--- src/sv/cllc_pkg.sv ---
// Package for the clamped linear LUT cache: widths, codes and table math.
// Used by every module of the block; depends on nothing.
package cllc_pkg;

  localparam int unsigned CAPACITY_DEF = 256;
  localparam int unsigned TABLE_SIZE   = 256;
  localparam int unsigned SCALE_W      = 20;
  localparam int unsigned OFFSET_W     = 18;
  localparam int unsigned STAMP_W      = 31;
  localparam int unsigned IDX_W        = 8;

  localparam logic [SCALE_W-1:0]  SCALE_ONE   = 20'd4096;
  localparam logic [STAMP_W-1:0]  STAMP_MAX   = 31'h7FFF_FFFF;
  localparam logic [STAMP_W-1:0]  STAMP_LIMIT = 31'h4000_0000;

  localparam logic CMD_LOOKUP = 1'b0;
  localparam logic CMD_TIDY   = 1'b1;

  localparam logic [1:0] ST_BYPASS = 2'd0;
  localparam logic [1:0] ST_HIT    = 2'd1;
  localparam logic [1:0] ST_MISS   = 2'd2;
  localparam logic [1:0] ST_TIDY   = 2'd3;

  // Request carried down the tag chain
  typedef struct packed {
    logic               active;
    logic [SCALE_W-1:0]  scale;
    logic [OFFSET_W-1:0] offset;
  } probe_t;

  // Running search result carried down the tag chain
  typedef struct packed {
    logic               hit;
    logic               free_found;
    logic [10:0]        hit_idx;
    logic [10:0]        free_idx;
    logic [10:0]        lru_idx;
    logic [STAMP_W-1:0] lru_stamp;
  } search_t;

  // Clamp the 12-fraction-bit sum to a byte
  function automatic logic [7:0] clamp_byte(input logic signed [30:0] sum);
    logic [18:0] q;
    q = sum[30:12];
    if (sum[30]) return 8'd0;
    else if (q > 19'd255) return 8'd255;
    else return q[7:0];
  endfunction

endpackage

--- src/sv/cllc_tag_cell.sv ---
// One tag cell of the cache: key, valid bit and use stamp of a slot.
// Depends on cllc_pkg; chained by the top level into the search row.
module cllc_tag_cell #(
  parameter int unsigned IDX = 0
) (
  input  logic                       clk,
  input  logic                       rst_n,
  input  cllc_pkg::probe_t           probe_i,
  input  cllc_pkg::search_t          search_i,
  input  logic                       wr_en,
  input  logic                       touch_en,
  input  logic                       clear_all,
  input  logic [cllc_pkg::STAMP_W-1:0] stamp,
  output cllc_pkg::probe_t           probe_o,
  output cllc_pkg::search_t          search_o
);
  logic                          valid_r;
  logic [cllc_pkg::SCALE_W-1:0]  scale_r;
  logic [cllc_pkg::OFFSET_W-1:0] offset_r;
  logic [cllc_pkg::STAMP_W-1:0]  used_r;
  cllc_pkg::search_t             res;
  logic                          match;

  // Update this slot's stored key and stamp
  always_ff @(posedge clk) begin
    if (!rst_n) begin
      valid_r <= 1'b0;
    end else if (clear_all) begin
      valid_r <= 1'b0;
    end else if (wr_en) begin
      valid_r <= 1'b1;
    end
    if (wr_en) begin
      scale_r  <= probe_i.scale;
      offset_r <= probe_i.offset;
    end
    if (wr_en || touch_en) used_r <= stamp;
  end

  // Fold this slot into the running search; first match and first free slot win, lowest index wins a stamp tie
  assign match = valid_r && scale_r == probe_i.scale && offset_r == probe_i.offset;
  always_comb begin
    res = search_i;
    if (match && !search_i.hit) begin
      res.hit     = 1'b1;
      res.hit_idx = 11'(IDX);
    end
    if (!valid_r && !search_i.free_found) begin
      res.free_found = 1'b1;
      res.free_idx   = 11'(IDX);
    end
    if (IDX == 0 || used_r < search_i.lru_stamp) begin
      res.lru_idx   = 11'(IDX);
      res.lru_stamp = used_r;
    end
  end

  // Register the hand-off to the next cell
  always_ff @(posedge clk) begin
    if (!rst_n) probe_o.active <= 1'b0;
    else        probe_o.active <= probe_i.active;
    probe_o.scale  <= probe_i.scale;
    probe_o.offset <= probe_i.offset;
    search_o       <= res;
  end
endmodule

--- config.mk ---
export PLATFORM = sky130hd
export DESIGN_NAME = cllc_tag_cell
export DESIGN_NICKNAME = d
export VERILOG_FILES = /design/src/sv/cllc_pkg.sv /design/src/sv/cllc_tag_cell.sv
export SDC_FILE = /design/constraint.sdc
export NUM_CORES = 1
export LEC_CHECK = 0
export BUFFER_PORTS_ARGS = -buffer_cell sky130_fd_sc_hd__buf_2
export CAP_MARGIN = 20
export CELL_PAD_IN_SITES_DETAIL_PLACEMENT = 1
export CELL_PAD_IN_SITES_GLOBAL_PLACEMENT = 1
export CORE_MARGIN = 2
export CORE_UTILIZATION = 37
export DETAILED_ROUTE_END_ITERATION = 12
export GPL_TIMING_DRIVEN = 0
export PLACE_DENSITY = 0.81
export SLEW_MARGIN = 20
export SYNTH_ARGS = -nofsm -noshare
export SYNTH_HDL_FRONTEND = slang
export SYNTH_SLANG_ARGS = --single-unit
export TNS_END_PERCENT = 20
--- constraint.sdc ---
create_clock -name clk -period 2.6 [get_ports clk]
set_clock_uncertainty 0.2 [all_clocks]
set_input_delay 0.39 -clock clk [delete_from_list [all_inputs] [get_ports clk]]
set_output_delay 0.39 -clock clk [all_outputs]
set_load 0.02 [all_outputs]
==> Word-level counts from Yosys, hierarchy flattened <==
Cells that the tools add are included.
{ "word_totals": {"reg_bits": 164, "output_inout_bits": 105} }
{ "classes": {"eq_ne": 2, "n_bitwise": 1, "n_reduce_logical": 9} }
{ "op_table": {"columns": ["cell", "count"], "rows": [
  ["equality test 20 bit", 1],
  ["equality test 18 bit", 1],
  ["logical AND 1 bit", 4],
  ["zero test 1 bit", 3],
  ["OR reduction 2 bit", 1],
  ["logical OR 1 bit", 1],
  ["NOT 1 bit", 1]
]} }

==> Logic depth before layout (Yosys ltp) <==
Gate-level depths: netlist of the first run.
{ "depth": {"depth_word": 4, "depth_mapped": 5, "mapped_depth_nobuf": 4} }

==> Worst setup path before layout of the first run <==
Ideal clock, no wire load.
{ "synth_path": {"path_kind": "input port to flip-flop", "startpoint": "in probe_i[33] (netlist bit)", "endpoint": "reg search_o[54] (netlist bit)", "arrival_time_ps": 1394, "required_time_ps": 2280, "setup_slack_ps": 887, "cell_stages": 5, "n_path_buf": 1, "cell_sequence": "xor2_1 nor4_2 nand4_1 buf_6 o31a_1"} }
{ "synth_via": {"elab_chain_cells": 4} }
{ "synth_lines": {"columns": ["item", "line_no", "rtl"], "rows": [
  ["start, declared", "cllc_tag_cell.sv:8", "input cllc_pkg::probe_t probe_i,"],
  ["equality test 20 bit", "cllc_tag_cell.sv:41", "assign match = valid_r && scale_r == probe_i.scale && offset_r == probe_i.offset;"],
  ["logical AND 1 bit (2 in series)", "cllc_tag_cell.sv:41", null],
  ["logical AND 1 bit", "cllc_tag_cell.sv:44", "if (match && !search_i.hit) begin"],
  ["end signal, assigned", "cllc_tag_cell.sv:64", "search_o <= res;"],
  ["end, declared", "cllc_tag_cell.sv:15", "output cllc_pkg::search_t search_o"]
]} }
Every way passes these cells.
A chain may end at the register's enable or synchronous reset.

==> Worst setup path in the final report of the first run <==
{ "layout_path": {"startpoint": "in probe_i[7] (netlist bit)", "endpoint": "reg search_o[62] (netlist bit)"} }
{ "layout_via": {"elab_chain_cells": 3} }
{ "layout_lines": {"columns": ["item", "line_no"], "rows": [
  ["equality test 18 bit", "cllc_tag_cell.sv:41"],
  ["logical AND 1 bit", "cllc_tag_cell.sv:41"],
  ["logical AND 1 bit", "cllc_tag_cell.sv:44"]
]} }
Every way passes these cells.

==> impl_metrics.json, run 1 <==
{
  "status": "finished clean",
  "avgSynthCellArea_um2": 18.1,
  "drv_cap": 0,
  "grt_use_total": 0.196,
  "pre_cts_slack_ps": 117,
  "yosysWarnings": 0,
  "worst_ir_drop_vdd_v": 0.000502,
  "worst_r2r_startpoint": "scale_r[8]$_DFFE_PP_",
  "drt-wirelength-per-cell_um": 17.6,
  "yosysTopAreaCellShare": 0.439,
  "nNetsFinal": 715,
  "final_common_cell": "buf_2",
  "htreeDepth": 4,
  "postPlaceCellArea_um2": 5930,
  "max_freq_ghz": 0.436,
  "grt_max_degree": 41,
  "p_leak_nw": 3.27,
  "worstSetupStartpointType": "input port",
  "synth.ff_latch_count": 164,
  "worstPathArrival_ps": 2390,
  "grt-busiest-layer": "met2",
  "powerDensity_nw_per_um2": 813,
  "slew_headroom": 0.387,
  "worstRegToRegCells": 5,
  "ys_top_cells_by_area": "edfxtp_1 (44%), dfxtp_1 (40%), xor2_1 (6.5%), buf_4 (1.8%), o31a_1 (1.7%)",
  "cp.required_ps": 2700,
  "startpoint": "probe_i[7]",
  "cts_max_path_buffers": 2,
  "drive_above_1_share": 0.412,
  "die_h_um": 117,
  "core_um2": 12500,
  "min_period_over_period": 0.883,
  "layout_setup_ws_ps": 305,
  "fin_crit_ps": 2290,
  "grt_pass1_wl_um": 19300,
  "rsz0062_at_grt": "false",
  "post_cts_resized": 0,
  "die_area_um2": 13700,
  "firstDrtPassIters": 4,
  "numCtsBuffers": 17,
  "synth_cells": 261,
  "tns_ps": 0,
  "clk_pin_slew_ps": 60,
  "clock_latency_ps": 420,
  "clock_sinks": 164,
  "r2r-end": "search_o[62]$_SDFF_PP0_",
  "antenna_left": 0,
  "syn-cell-area_um2": 4720,
  "met1_usage": 0.188,
  "first_iter_violations": 121,
  "r2r_setup_slack_ps": 590,
  "cp-endpoint": "search_o[62]$_SDFF_PP0_",
  "hold-worst-slack_ps": 27.5,
  "initial_core_util": 0.377,
  "post_synth_num_cell_types": 24,
  "cts_setup_buffers": 0,
  "drt-total-wl_um": 13400,
  "drc_errors": 0,
  "overflow": 0,
  "cp_max_fo": 10,
  "final_cell_mix": "buf_2 (194), dfxtp_1 (95), dlygate4sd3_1 (92)",
  "areaGrowthSynthToFinish_pct": 57.9,
  "hold_class": "in -> reg",
  "end_kind": "register",
  "first_global_vias": 3664,
  "yosysTopAreaCell": "edfxtp_1",
  "port_buffers": 192,
  "fill_cells": 1273,
  "antenna_found_initial": 1,
  "via_per_inst": 4.27,
  "setup_violations": 0,
  "worst_slew_pin_slew_ps": 919,
  "fp.dieW_um": 117,
  "ioPinCount": 246,
  "cts_tree": "done",
  "dp_hpwl_um": 7480,
  "globalRouteMet2Util": 0.371,
  "hold_viol_final": 0,
  "clockRootBuffer": "clkbuf_16",
  "critPathKind": "in -> reg",
  "vias": 3242,
  "slew_violations": 0,
  "met3_usage": 0.0695,
  "rows": 41,
  "gp_congestion": 0.709,
  "yosysSeqAreaShare": 0.842,
  "finalInstanceArea_um2": 7450
}
[sequential cells by signal, summed over array words and instances (netlist names)]
| name | flops |
|---|---|
| scale_r | 20 |
| used_r | 31 |
| probe_o | 39 |
| search_o | 55 |
| offset_r | 18 |
| valid_r | 1 |
[critical path, cell delays in order]
cell and delay [ps]:
dlygate4sd3_1 550, buf_2 150, xor2_1 160, nor4_1 350, nand4_1 230, buf_2 250, o31a_1 310
[per-layer routing]
metal,vias up,part of all wire
met4,0,0.032
li1,1516,-
met1,1548,0.36
met3,31,0.070
met2,147,0.54
met5,-,0
[final cells by class]
| cell class | instances | area (um2) | area share |
|---|---|---|---|
| flip-flops and latches | 164 | 3970 | 0.534 |
| repair buffers | 284 | 1880 | 0.253 |
| multi-input cells | 91 | 669 | 0.0899 |
| clock buffers | 17 | 425 | 0.0571 |
| well taps | 172 | 215 | 0.0289 |
| clock inverters | 15 | 169 | 0.0227 |
| plain buffers | 15 | 108 | 0.0144 |
| inverters | 1 | 3.75 | 0.000504 |
| diodes | 1 | 2.50 | 0.000336 |
[worst min path at each step]
stage | start | end | slack, ps | cells past startpoint
6_report | search_i[43] | search_o[43]$_SDFF_PP0_ | 30 | 2
5_1_grt | search_i[43] | search_o[43]$_SDFF_PP0_ | 20 | 2
4_1_cts | search_i[43] | search_o[43]$_SDFF_PP0_ | 4 | 2
3_5_place_dp | used_r[17]$_DFFE_PP_ | search_o[17]$_DFF_P_ | 130 | 0
3_3_place_gp | used_r[2]$_DFFE_PP_ | search_o[2]$_DFF_P_ | 120 | 0
2_1_floorplan | used_r[0]$_DFFE_PP_ | search_o[0]$_DFF_P_ | 120 | 0
[synth_stat cells]
cell type / instances
and2_1: 1
and3_1: 1
buf_2: 2
buf_4: 11
buf_6: 1
clkbuf_1: 1
conb_1: 1
dfxtp_1: 95
edfxtp_1: 69
inv_1: 1
nand2b_1: 1
nand4_1: 3
nor2_1: 2
nor2b_1: 11
nor3_1: 1
nor3b_1: 1
nor4_1: 7
nor4_2: 1
o31a_1: 9
o31a_2: 2
o31ai_1: 1
or2_2: 1
xnor2_1: 3
xor2_1: 35
[cell families (layout without fill, tap and decap cells)]
family | count (synthesis) | count (layout) | share of synthesized area
AO/OA/AOI/OAI | 12 | 12 | 0.0225
XOR/XNOR | 38 | 38 | 0.0706
buffers and inverters | 16 | 332 | 0.0236
flip-flops | 164 | 164 | 0.842
other | 1 | 12 | 0.000795
AND/OR/NAND/NOR | 30 | 30 | 0.0401
[stage by stage]
stage | power [mW] | cells | util
3_5_place_dp | 3.46 | 635 | 0.474
6_report | 6.05 | 760 | 0.595
4_1_cts | 6.09 | 759 | 0.595
2_1_floorplan | 3.22 | 271 | -
3_3_place_gp | 3.44 | 635 | 0.474
5_1_grt | 6.25 | 760 | 0.595
[power breakdown]
group	total [mW]	internal (mW)	switching (mW)
clock network	2.51	1.44	1.07
logic	0.589	0.267	0.322
registers	2.95	2.89	0.0636
[what timing repair did]
item                                    CTS  global route
endpoints found under the setup margin    0             0
hold buffers                             92             0
endpoints found under the hold margin   127             0
Power figures use the tool's default switching activity.
==> run 2, diff against run 1 <==
--- a/config.mk
+++ b/config.mk
@@ -5,15 +5,17 @@
 export SDC_FILE = /design/constraint.sdc
 export NUM_CORES = 1
 export LEC_CHECK = 0
+export ABC_AREA = 1
 export BUFFER_PORTS_ARGS = -buffer_cell sky130_fd_sc_hd__buf_2
 export CAP_MARGIN = 20
 export CELL_PAD_IN_SITES_DETAIL_PLACEMENT = 1
 export CELL_PAD_IN_SITES_GLOBAL_PLACEMENT = 1
 export CORE_MARGIN = 2
-export CORE_UTILIZATION = 37
+export CORE_UTILIZATION = 36
 export DETAILED_ROUTE_END_ITERATION = 12
 export GPL_TIMING_DRIVEN = 0
 export PLACE_DENSITY = 0.81
+export REMOVE_ABC_BUFFERS = 1
 export SLEW_MARGIN = 20
 export SYNTH_ARGS = -nofsm -noshare
 export SYNTH_HDL_FRONTEND = slang
==> run 2 against run 1 <==
Compared with the run above: total power up 1.4%; clock power up 2%; critical path depth up 4; final cell count up 18%; setup slack better by 97 ps; via count up 20%; highest routed layer unchanged.
==> impl_metrics.json, run 2 <==
{
  "slowest_delay_ps": 550,
  "synth_cells": 400,
  "rsz0062_at_grt": "false",
  "yosysSeqAreaShare": 0.797,
  "synth_edf_count": 69,
  "final_cell_mix": "buf_2 (192), dlygate4sd3_1 (95), dfxtp_1 (95)",
  "tns_ps": 0,
  "areaGrowthSynthToFinish_pct": 53.5,
  "first_global_vias": 4289,
  "first_iter_violations": 150,
  "fin_util": 0.571,
  "worst_r2r_startpoint": "scale_r[2]$_DFFE_PP_",
  "min_period_over_period": 0.845,
  "grt_use_total": 0.220,
  "slew_violations": 0,
  "nNetsFinal": 844,
  "yosysTopAreaCell": "edfxtp_1",
  "p_leak_nw": 3.69,
  "cts_hold_buf": 95,
  "grt_pass1_wl_um": 23600,
  "via_per_inst": 4.35,
  "synthTopCellsByCount": "dfxtp_1 (95), nand2_1 (76), inv_1 (71)",
  "path_buf_inv": 3,
  "hold-worst-slack_ps": 24.5,
  "globalRouteMet2Util": 0.399,
  "grt-busiest-layer": "met2",
  "overflow": 0,
  "hold_depth": 3,
  "worstRegToRegCells": 8,
  "dp_hpwl_um": 8840,
  "cts_max_path_buffers": 2,
  "yosysMostFrequentCell": "dfxtp_1",
  "rows": 42,
  "yosysTopAreaCellShare": 0.416,
  "post_synth_num_cell_types": 16,
  "numCtsBuffers": 17,
  "gp_congestion": 0.740,
  "cts_tree": "done",
  "post_cts_resized": 0,
  "met3_usage": 0.0875,
  "finalInstanceArea_um2": 7650,
  "port_buffers": 192,
  "r2r_setup_slack_ps": 670,
  "postPlaceCellArea_um2": 6110,
  "status": "finished clean",
  "cp.required_ps": 2680,
  "grt_max_degree": 41,
  "hold_viol_final": 0,
  "ys_top_cells_by_area": "edfxtp_1 (42%), dfxtp_1 (38%), nand2_1 (5.7%), inv_1 (5.3%), nor2_1 (3.5%)",
  "vias": 3885,
  "drt-wirelength-per-cell_um": 17.4,
  "largest_reg_flops": 55,
  "hold_class": "in -> reg",
  "worstSetupStartpointType": "input port",
  "antenna_left": 0,
  "drv_cap": 0,
  "slew_headroom": 0.339,
  "critPathKind": "in -> reg",
  "die_area_um2": 14800,
  "cp_max_fo": 11,
  "max_freq_ghz": 0.455,
  "cp.depth": 11,
  "slowest_stage": "dlygate4sd3_1",
  "cp_cell_sequence": "dlygate4sd3_1 > buf_2 > inv_1 > nand2_1 > nand2_1 > nor2_1 > nand2_1 > nor2_1 > nand3_1 > nor2_2 > nor2_1",
  "initial_core_util": 0.372,
  "drt-total-wl_um": 15600,
  "drive_above_1_share": 0.318,
  "worst_ir_drop_vdd_v": 0.000410,
  "firstDrtPassIters": 4,
  "die_h_um": 122,
  "path_delay_family": "simple AND/OR/NAND/NOR gates",
  "setup_violations": 0,
  "ys.flop_type": "dfxtp_1",
  "htreeDepth": 4,
  "antenna_found_initial": 1,
  "top_register": "search_o",
  "yosysWarnings": 0,
  "ioPinCount": 246,
  "clock_sinks": 164,
  "clockRootBuffer": "clkbuf_16",
  "drc_errors": 0,
  "core_um2": 13400,
  "clk_pin_slew_ps": 60,
  "fp.dieW_um": 122,
  "final_common_cell": "buf_2",
  "met1_usage": 0.229,
  "end_kind": "register",
  "avgSynthCellArea_um2": 12.5,
  "worst_slew_pin_slew_ps": 991,
  "fin_crit_ps": 2200,
  "clock_latency_ps": 420,
  "finalPower_mw": 6.14,
  "top_regs": "search_o: 55 flops, probe_o: 39 flops, used_r: 31 flops",
  "min_to": "search_o[54]$_SDFF_PP0_",
  "ys_async_sr_fraction": 0,
  "worstPathArrival_ps": 2280,
  "r2r-end": "search_o[57]$_SDFF_PP0_",
  "syn-cell-area_um2": 4980,
  "fill_cells": 1432,
  "synth.ff_latch_count": 164,
  "powerDensity_nw_per_um2": 802,
  "holdCritStartpoint": "search_i[54]",
  "cts_setup_buffers": 0
}
[run 2: per-stage QoR]
| stage | cells | worst slack, ps |
|---|---|---|
| after floorplan | 397 | 1080 |
| after global placement | 765 | 155 |
| after detailed placement | 765 | 35.7 |
| after CTS | 892 | 434 |
| after global routing | 893 | 251 |
| final | 893 | 402 |
[run 2: layer usage]
| metal | part of all wire | wire length (um) |
|---|---|---|
| met2 | 0.53 | 8250 |
| met4 | 0.021 | 323 |
| met5 | 0 | 0 |
| met3 | 0.081 | 1260 |
| met1 | 0.37 | 5730 |
[run 2: cells by family (layout without fill, tap and decap cells)]
| family | count (synthesis) | count (layout) | share of synthesized area |
|---|---|---|---|
| AND/OR/NAND/NOR | 130 | 130 | 0.101 |
| flip-flops | 164 | 164 | 0.797 |
| buffers and inverters | 84 | 390 | 0.0730 |
| other | 1 | 12 | 0.000752 |
| AO/OA/AOI/OAI | 12 | 12 | 0.0120 |
| XOR/XNOR | 9 | 9 | 0.0158 |
[run 2: tightest hold or removal path: cells and delay by family]
family                 cells  cell delay (ps)
buffers and inverters      2              170
and+or+nand+nor            1               40
[run 2: how the worst max path moves through the flow]
stage / startpoint / end / slack (ps)
2_1_floorplan: probe_i[24] / search_o[55]$_SDFF_PP0_ / 1080
3_3_place_gp: wr_en / used_r[28]$_DFFE_PP_ / 160
3_5_place_dp: wr_en / used_r[20]$_DFFE_PP_ / 40
4_1_cts: probe_i[3] / search_o[56]$_SDFF_PP0_ / 430
5_1_grt: probe_i[11] / search_o[57]$_SDFF_PP0_ / 250
6_report: probe_i[11] / search_o[57]$_SDFF_PP0_ / 400
[run 2: power by group]
part           internal, mW  switching [mW]
clock network          1.44            1.10
logic                 0.262           0.369
registers              2.89          0.0732
[run 2: cell type report]
cell class	instances	area, um2	area share
flip-flops and latches	164	3970	0.519
diodes	1	2.50	0.000327
repair buffers	287	1910	0.250
well taps	176	220	0.0288
multi-input cells	162	684	0.0894
clock buffers	17	425	0.0556
clock inverters	15	169	0.0221
inverters	71	267	0.0348
==> run 3, diff against run 2 <==
--- a/config.mk
+++ b/config.mk
@@ -11,10 +11,10 @@
 export CELL_PAD_IN_SITES_DETAIL_PLACEMENT = 1
 export CELL_PAD_IN_SITES_GLOBAL_PLACEMENT = 1
 export CORE_MARGIN = 2
-export CORE_UTILIZATION = 36
+export CORE_UTILIZATION = 31
 export DETAILED_ROUTE_END_ITERATION = 12
 export GPL_TIMING_DRIVEN = 0
-export PLACE_DENSITY = 0.81
+export PLACE_DENSITY = 0.74
 export REMOVE_ABC_BUFFERS = 1
 export SLEW_MARGIN = 20
 export SYNTH_ARGS = -nofsm -noshare
==> constraint.sdc (replaced) <==
create_clock -name clk -period 1.9 [get_ports clk]
set_clock_uncertainty 0.2 [all_clocks]
set_input_delay 0.285 -clock clk [delete_from_list [all_inputs] [get_ports clk]]
set_output_delay 0.285 -clock clk [all_outputs]
set_load 0.02 [all_outputs]
==> run 3 against run 2 <==
Compared with the run above: non-clock buffer count rose by 1; wire length is 8.2% lower; combinational power grew 36%; worst hold slack gained 120 ps; sequential power rose by 36%; setup slack got worse by 260 ps; sequential share of layout area down 0.74 points; largest power group unchanged; critical endpoint is now search_o[59]$_SDFF_PP0_; critical path depth unchanged.
==> impl_metrics.json, run 3 (synthesis gave the netlist of run 2 again) <==
{
  "slowest_stage": "dlygate4sd3_1",
  "holdCritStartpoint": "used_r[23]$_DFFE_PP_",
  "ioPinCount": 246,
  "die_h_um": 131,
  "via_per_inst": 4.05,
  "cp_max_fo": 6,
  "top_regs": "search_o: 55 flops, probe_o: 39 flops, used_r: 31 flops",
  "fp.dieW_um": 131,
  "antenna_found_initial": 0,
  "port_buffers": 192,
  "first_iter_violations": 104,
  "dp.cells": 805,
  "path_delay_family": "simple AND/OR/NAND/NOR gates",
  "rsz0062_at_grt": "false",
  "critPathKind": "in -> reg",
  "clk_pin_slew_ps": 70,
  "min_period_over_period": 0.926,
  "tns_ps": 0,
  "worst_r2r_startpoint": "offset_r[3]$_DFFE_PP_",
  "core_um2": 15800,
  "drv_cap": 0,
  "hold_class": "reg -> reg",
  "largest_reg_flops": 55,
  "areaGrowthSynthToFinish_pct": 55.7,
  "worst_slew_pin_slew_ps": 809,
  "first_global_vias": 4175,
  "die_area_um2": 17100,
  "vias": 3787,
  "final_common_cell": "buf_2",
  "fin_util": 0.491,
  "htreeDepth": 4,
  "worst_ir_drop_vdd_v": 0.000645,
  "cts_max_path_buffers": 2,
  "drive_above_1_share": 0.329,
  "startpoint": "probe_i[33]",
  "worstSetupStartpointType": "input port",
  "drc_errors": 0,
  "slowest_delay_ps": 530,
  "cts_tree": "done",
  "antenna_left": 0,
  "path_buf_inv": 3,
  "cpMostUsedCell": "nand2_1",
  "final_cell_mix": "buf_2 (190), dlygate4sd3_1 (97), dfxtp_1 (95)",
  "finalInstanceArea_um2": 7760,
  "rows": 46,
  "firstDrtPassIters": 4,
  "fin_crit_ps": 1760,
  "max_freq_ghz": 0.568,
  "grt_use_total": 0.169,
  "slew_headroom": 0.459,
  "end_kind": "register",
  "setup_violations": 0,
  "grt_pass1_wl_um": 21700,
  "status": "finished clean",
  "drt-total-wl_um": 14300,
  "p_leak_nw": 3.69,
  "powerDensity_nw_per_um2": 1060,
  "clockRootBuffer": "clkbuf_16",
  "fin_cells": 934,
  "insertedDiodeCount": 0,
  "numCtsBuffers": 17,
  "gp_congestion": 0.751,
  "grt_max_degree": 41,
  "dp_hpwl_um": 8670,
  "worstPathArrival_ps": 1860,
  "overflow": 0,
  "clock_latency_ps": 420,
  "slew_violations": 0,
  "cts_setup_buffers": 0,
  "nNetsFinal": 846,
  "cp.required_ps": 2000,
  "cp_cell_sequence": "dlygate4sd3_1 > buf_2 > inv_1 > nand2_1 > nand2_1 > nor2_1 > nand2_1 > nor2_2 > nand3_4 > nor2_4 > nor2_1",
  "top_register": "search_o",
  "clock_sinks": 164,
  "initial_core_util": 0.315,
  "postPlaceCellArea_um2": 6160,
  "drt-wirelength-per-cell_um": 15.3,
  "hold_viol_final": 0
}
[run 3: cell types whose count changed in the layout (fill, tap and decap cells not counted), moves of 3 or more]
cell / change
nor2_2: +4
clkinv_8: +3
nor2_1: -6
nor2_4: +3
inv_6: -5
inv_8: +4
[run 3: routing by layer]
layer	vias to the layer above	wire [um]	global-route usage
met5	-	0	0
met2	166	7160	0.291
met1	1779	5820	0.195
li1	1820	-	-
met3	22	1060	0.0627
met4	0	240	0.0594
[run 3: worst paths after layout]
kind                                                end  slack, ps  cells after the start
worst max-delay path            search_o[59]$_SDFF_PP0_        140                     11
worst min-delay path               search_o[23]$_DFF_P_        150                      0
worst max register to register  search_o[59]$_SDFF_PP0_        180                      8
worst min register to register     search_o[23]$_DFF_P_        150                      0
[run 3: cell type report]
| cell class | count | area [um2] |
|---|---|---|
| Timing Repair Buffer | 288 | 1930 |
| Fill cell | 1710 | 8060 |
| Sequential cell | 164 | 3970 |
| Clock inverter | 15 | 163 |
| Tap cell | 216 | 270 |
| Multi-Input combinational cell | 163 | 736 |
| Inverter | 71 | 267 |
| Clock buffer | 17 | 425 |
[run 3: per-stage QoR]
step / worst slack [ps] / total power [mW] / hold slack, ps
after floorplan: 418 / 4.43 / 113
after global placement: -467 / 4.75 / 124
after detailed placement: -531 / 4.79 / 128
after CTS: 6.68 / 8.28 / 148
after global routing: 0.515 / 8.56 / 154
final: 141 / 8.25 / 149
[run 3: where the power goes]
| group | internal (mW) | total, mW | switching (mW) | leakage, nW |
|---|---|---|---|---|
| clock network | 1.76 | 3.35 | 1.59 | 0.285 |
| registers | 3.95 | 4.04 | 0.0928 | 1.49 |
| logic | 0.362 | 0.857 | 0.494 | 1.92 |
[run 3: timing repair]
item,CTS,global route
gates cloned,0,1
hold buffers,97,0
hold endpoints to repair,133,0
pin swaps,0,6
resized for setup,2,11
endpoints found under the setup margin,42,11
